===== config.mk =====
export PLATFORM = sky130hd
export DESIGN_NAME = dmt_cell
export DESIGN_NICKNAME = d
export VERILOG_FILES = /design/src/rtl/dmt_pkg.sv /design/src/rtl/dmt_cell.sv
export SDC_FILE = /design/constraint.sdc
export NUM_CORES = 1
export LEC_CHECK = 0
export ABC_AREA = 1
export BUFFER_PORTS_ARGS = -buffer_cell sky130_fd_sc_hd__buf_2
export CAP_MARGIN = 10
export CORE_MARGIN = 3
export CORE_UTILIZATION = 39
export CTS_CLUSTER_DIAMETER = 80
export DETAILED_ROUTE_END_ITERATION = 10
export PLACE_DENSITY = 0.78
export SETUP_SLACK_MARGIN = 0.2
export SLEW_MARGIN = 20
export SYNTH_ARGS = -nofsm -noshare
export SYNTH_HDL_FRONTEND = slang
export SYNTH_SLANG_ARGS = --single-unit

===== constraint.sdc =====
create_clock -name clk -period 2.1 [get_ports clk]
set_input_delay 0.105 -clock clk [delete_from_list [all_inputs] [get_ports clk]]
set_output_delay 0.105 -clock clk [all_outputs]
set_load 0.1 [all_outputs]

===== src/rtl/dmt_pkg.sv =====
// Shared types and codes for the running median tracker.
package dmt_pkg;

    // Port word widths that do not follow the parameters
    localparam int unsigned IN_WIDTH     = 32;
    localparam int unsigned OUT_WIDTH    = 32;
    localparam int unsigned SUM_WIDTH    = 33;
    localparam int unsigned COUNT_WIDTH  = 7;
    localparam int unsigned STATUS_WIDTH = 2;

    // Operation codes carried on kind
    localparam logic KIND_INSERT = 1'b0;
    localparam logic KIND_ERASE  = 1'b1;

    // Status codes
    localparam logic [STATUS_WIDTH-1:0] STATUS_OK        = 2'd0;
    localparam logic [STATUS_WIDTH-1:0] STATUS_FULL      = 2'd1;
    localparam logic [STATUS_WIDTH-1:0] STATUS_NOT_FOUND = 2'd2;

    // Per-cycle command broadcast to every cell of the chain
    typedef struct packed {
        logic compare;    // latch compare flags against the incoming value
        logic do_insert;  // shift right from the insert point
        logic do_erase;   // shift left from the first matching copy
    } cell_cmd_t;

endpackage


===== src/rtl/dmt_cell.sv =====
// One cell of the sorted chain: holds one value and its compare flags.
module dmt_cell
    import dmt_pkg::*;
#(
    parameter int DATA_WIDTH = 32
) (
    input  logic                         clk,
    input  logic                         rst_n,
    input  cell_cmd_t                    cmd,
    input  logic signed [DATA_WIDTH-1:0] probe,       // value compared on cmd.compare
    input  logic signed [DATA_WIDTH-1:0] insert_val,  // value written at the insert point
    input  logic                         left_valid,
    input  logic                         left_take,
    input  logic signed [DATA_WIDTH-1:0] left_value,
    input  logic                         right_valid,
    input  logic signed [DATA_WIDTH-1:0] right_value,
    output logic                         valid,
    output logic                         take,
    output logic                         match,
    output logic signed [DATA_WIDTH-1:0] value
);

    logic                         valid_reg, valid_next;
    logic                         take_reg;
    logic                         ge_reg;
    logic                         match_reg;
    logic signed [DATA_WIDTH-1:0] value_reg, value_next;

    // Next contents: shift right on insert, shift left on erase
    always_comb
    begin
        valid_next = valid_reg;
        value_next = value_reg;
        if (cmd.do_insert)
        begin
            valid_next = valid_reg | left_valid;
            if (take_reg)
            begin
                value_next = left_take ? left_value : insert_val;
            end
        end
        else if (cmd.do_erase && ge_reg)
        begin
            valid_next = right_valid;
            value_next = right_value;
        end
    end

    // Control flags
    always_ff @(posedge clk or negedge rst_n)
    begin
        if (!rst_n)
        begin
            valid_reg <= 1'b0;
            take_reg  <= 1'b0;
            ge_reg    <= 1'b0;
            match_reg <= 1'b0;
        end
        else
        begin
            valid_reg <= valid_next;
            if (cmd.compare)
            begin
                // an empty slot sorts above everything
                take_reg  <= !valid_reg || (value_reg > probe);
                ge_reg    <= valid_reg && (value_reg >= probe);
                match_reg <= valid_reg && (value_reg == probe);
            end
        end
    end

    // Stored value, only read where valid
    always_ff @(posedge clk)
    begin
        value_reg <= value_next;
    end

    assign valid = valid_reg;
    assign take  = take_reg;
    assign match = match_reg;
    assign value = value_reg;

endmodule


======== Word level (Yosys, flattened, before mapping) ========
Index checks and enable logic that the tools add are counted.
storage, ports and cells
  bits in writable memories ............... 0
  memories kept ........................... 0
  latch bits .............................. 0
  memory bits (read-only) ................. 0
  output and inout port bits .............. 35
  bits in registers ....................... 36
operators by class
  magnitude comparators ................... 2
  shift-type cells ........................ 0
  divide/modulo/power cells ............... 0
  bitwise gates (word level) .............. 1
  equal/unequal tests ..................... 2
  add/sub/neg operators ................... 0
  reduce and logical (&&, ||, !) cells .... 7
  multipliers ............................. 0
  multiplexer cells ....................... 6
operators by type and width
  cell                  number
  $mux W32              4
  $eq A32 B32 Y1        1
  $ge A32 B32 Y1        1
  $gt A32 B32 Y1        1
  $logic_and A1 B1 Y1   3
  $mux W1               2
  $ne A2 B1 Y1 const B  1
  $reduce_and A2 Y1     1
  $reduce_bool A2 Y1    1
  $logic_not A1 Y1      1
  $logic_or A1 B1 Y1    1
  $or A1 B1 Y1          1

======== Logic depth before layout (Yosys ltp) ========
  depth after elaboration ................. 3
  gate-level depth with buffers ........... 17
  depth with buffers taken out ............ 17

======== Worst setup path before layout ========
OpenSTA, ideal clock, no wires.
  path kind ............................... reg-to-reg
  start point ............................. register take_reg (netlist: take)
  end point ............................... register value_reg[0] (netlist: value[0]), enable pin
  arrival time ............................ 2.433 ns
  cell stages (with the launch flop) ...... 3
  buffers on the path ..................... 0
  period minus slack after synthesis ...... 2.854 ns
  slack ................................... -0.754 ns
  setup time .............................. 0.421 ns
  cell sequence ........................... dfrtp_1 nor2_1 nor2_1
between the ends
  longest elaborated chain between the ends .. 2
ends and longest elaborated chain
  item                                line            text
  start: declaration                  dmt_cell.sv:24  logic take_reg;
  start signal: assignment            dmt_cell.sv:65  take_reg <= !valid_reg || (value_reg > probe);
  $ne A2 B1 Y1 (no source line)       --
  $reduce_and A2 Y1 (no source line)  --
  end signal: assignment              dmt_cell.sv:75  value_reg <= value_next;
  end: declaration                    dmt_cell.sv:27  logic signed [DATA_WIDTH-1:0] value_reg, value_next;
Every way passes these cells.
A chain may end at the register's enable or synchronous reset.

======== Worst setup path after layout ========
  start point ............................. register value_reg[31] (netlist: value[31])
  end point ............................... register take_reg (netlist: take)
between the ends
  longest elaborated chain between the ends .. 2
ends and longest elaborated chain
  item                line
  $gt A32 B32 Y1      dmt_cell.sv:65
  $logic_or A1 B1 Y1  dmt_cell.sv:65
Every way passes these cells.

==> summary.md <==
| Metric | Value |
|---|---|
| TritonCTS Buffers | 5 |
| Global route overflow | 0 |
| Dpl ws | 0.3262 ns |
| Synth Area in Simple Gates | 19.17% |
| Syn Nets | 509 |
| Synth Area in XOR/XNOR | 0% |
| Post-synthesis instance total | 341 |
| Hold depth | 2 |
| Setup slack, reg-to-reg | 0.32 ns |
| Leading area contributor after synthesis | edfxtp_1 |
| Starting DRT DRC Count | 70 |
| Ys flop type | edfxtp_1 |
| Seq/Total Area, Yosys | 40.04% |
| R2r worst-path depth | 9 |
| H-tree depth | 2 |
| Clock skew | 0.009999 ns |
| Max IR drop VDD | 451.1 uV |
| Routability congestion estimate | 0.8813 |
| Slew @ Worst Pin | 0.5763 ns |
| Fmax | 561.5 MHz |
| Inserted Diodes | 0 |
| RSZ-0062 raised after global routing | true |
| Clock latency on the worst-skew pair | 0.29 ns |
| # rows | 29 |
| Core Footprint | 6459 um^2 |
| # port buffers | 170 |
| WHS | 0.07296 ns |
| Final wirelength | 8051 um |
| Max clock buf depth | 2 |
| Sink of the worst hold path | match$_DFFE_PN0P_ |
| Filler cells | 601 |
| Startpoint types | flop |
| Area growth syn-to-layout | 42.21% |
| Nets | 682 |
| Worst slew margin | 61.54% |
| Leak | 2.017 nW |
| Largest net degree at the start of global routing | 33 |
| Hold Crit Class | in -> reg |
| Top-Level Pins | 171 |
| Tcrit/Tclk final | 84.80% |
| Post-synth top area share | 36.26% |
| Die Ht | 88.43 um |
| Tmin final | 1.781 ns |
| Critical path peak fanout | 4 |
| Max-slew violations | 0 |
| Compound-Gate Fraction of Synth Area | 17.33% |
| All-Layer GR Usage | 19.83% |
| Post-synth EDFFs | 32 |
| Worst Hold Launch | cmd[2] |
| Mux cell area share after synthesis | 0% |
| First-pass GRT wire length | 12030 um |
| Status | complete, no violations |
| Clock Sinks | 36 |
| Starting Density | 41.03% |
| Crit. End Element | flop |
| Most common cell in the netlist | nand2_1 |
| Req. time, crit path | 2.30 ns |
| Detailed Place HPWL | 6494 um |
| Endpoints failing setup | 0 |
| Largest register FFs | 32 |
| Post-synth top cells | 71 x nand2_1, 65 x o21ai_0, 45 x inv_1 |
| Synth unique cells | 20 |
| Share of cells above drive strength 1 | 37.86% |
| Final Hold Viols | 0 |
| Reg-to-reg startpoint | value[31]$_DFFE_PP_ |
| Ys async rst share | 11.11% |
| Number of synthesized register bits | 36 |
| Die Wd | 88.43 um |
| Final ANT Viol Nets | 0 |
| Syn Area/Cell | 7.771 um^2 |
| WP data arrival | 1.98 ns |
| Main combinational cell family by area after synthesis | simple AND/OR/NAND/NOR gates |
| Drt drc | 0 |
| Synth Warn # | 0 |
| CTS tree | done |
| Vias in the first global route | 2743 |
| Setup WS post-layout | 0.3191 ns |
| Vias | 2894 |
| Root Buffer | clkbuf_8 |
| 1st-pass router iterations | 4 |
| Post-synthesis adder-cell area fraction | 15.11% |
| Ranking of synthesized cells by area | edfxtp_1 36%, ha_1 15%, o21ai_0 12% |
| Max-cap violation count | 0 |
| Cell Area, Synth | 2650 um^2 |
| Post-CTS sizing | 0 |
| Die ar. | 7820 um^2 |
| DR vias/cell | 4.889 |
| Initial antenna violation count | 0 |
| Pwr/cell area | 731.8 nW/um^2 |
| Clock slew at reported path FFs | 0.08 ns |
| CP Class | reg -> reg |
| Wire per inst | 13.60 um |
| Worst flop-to-flop path endpoint | take$_DFFE_PN0P_ |
[kinds of logic (layout without fill, tap and decap cells)]
group / after synthesis / in the layout
buffers and inverters: 59 / 233
AND/OR/NAND/NOR: 125 / 125
flip-flops: 36 / 36
adder cells (fa/ha/maj): 32 / 32
AO/OA/AOI/OAI: 89 / 89
[per-layer routing]
layer	vias up	GRT usage (%)	share of wire, %
met4	0	6.593	2.0
met2	120	37.73	53
met1	1279	22.36	39
met5	-	0	0
li1	1481	-	-
met3	14	3.073	5.9
[cells in the final DEF, fill, tap and decap left out]
master / instances
clkinv_2: 2
o21a_2: 1
a21oi_2: 1
a21oi_1: 15
edfxtp_1: 32
clkinv_1: 2
buf_12: 1
nor2_4: 1
nand2_2: 2
inv_1: 45
buf_4: 6
nor4_4: 1
o21a_1: 3
nor3_1: 1
o21ai_0: 65
nor2_1: 41
dlygate4sd3_1: 1
nand2_1: 71
ha_4: 3
ha_1: 29
dfrtp_1: 4
a21o_1: 1
nand3_1: 4
o21ai_1: 3
nand4_1: 3
nor2_2: 1
buf_2: 170
clkbuf_8: 6
[worst max path at each step]
| stage | start | to | cells after the start |
|---|---|---|---|
| global route | value[31]$_DFFE_PP_ | take$_DFFE_PN0P_ | 9 |
| detailed placement | value[25]$_DFFE_PP_ | take$_DFFE_PN0P_ | 9 |
| global placement | value[31]$_DFFE_PP_ | take$_DFFE_PN0P_ | 9 |
| floorplan | value[5]$_DFFE_PP_ | take$_DFFE_PN0P_ | 13 |
| CTS | value[25]$_DFFE_PP_ | take$_DFFE_PN0P_ | 9 |
| finish | value[31]$_DFFE_PP_ | take$_DFFE_PN0P_ | 9 |
[what timing repair did]
action                                 in CTS  in global routing
setup endpoints to repair                   0                  1
hold buffers                                1                  0
endpoints found under the hold margin       4                  0
buffers inserted                            0                  0
[metrics by stage]
stage / utilization (%) / instances / power [mW] / cell area (um^2) / setup TNS, ns
floorplan: - / 341 / 1.916 / 2699 / -0.008013
global route: 58.35 / 592 / 2.907 / 3769 / 0
global placement: 56.76 / 583 / 2.217 / 3666 / 0
finish: 58.35 / 592 / 2.758 / 3769 / 0
detailed placement: 56.76 / 583 / 2.249 / 3666 / 0
CTS: 58.35 / 592 / 2.785 / 3769 / 0
[critical path, stage by stage (launching register included)]
cell      delay (ns)
edfxtp_1        0.43
ha_4            0.31
nand2_1         0.08
nor2_2          0.13
nand2_2         0.09
nor4_4          0.22
nand4_1         0.20
o21a_1          0.15
nand2_1         0.06
inv_1           0.04
[where the power goes]
| group | total, mW | internal, mW | switching [mW] | leakage [nW] |
|---|---|---|---|---|
| Combinational | 1.27 | 0.320 | 0.955 | 1.60 |
| Clock | 0.528 | 0.262 | 0.265 | 0.0510 |
| Sequential | 0.956 | 0.899 | 0.0565 | 0.364 |
[final cells by class]
cell class / instances / area [um^2] / share of cell area, %
clock inverter: 2 / 10.01 / 0.2656
timing repair buffer: 178 / 925.9 / 24.57
clock buffer: 6 / 82.58 / 2.191
sequential: 36 / 1061 / 28.15
tap: 77 / 96.34 / 2.556
inverter: 47 / 176.4 / 4.681
multi-input combinational: 246 / 1416 / 37.58
No activity file was read; power rests on OpenSTA's default activity.
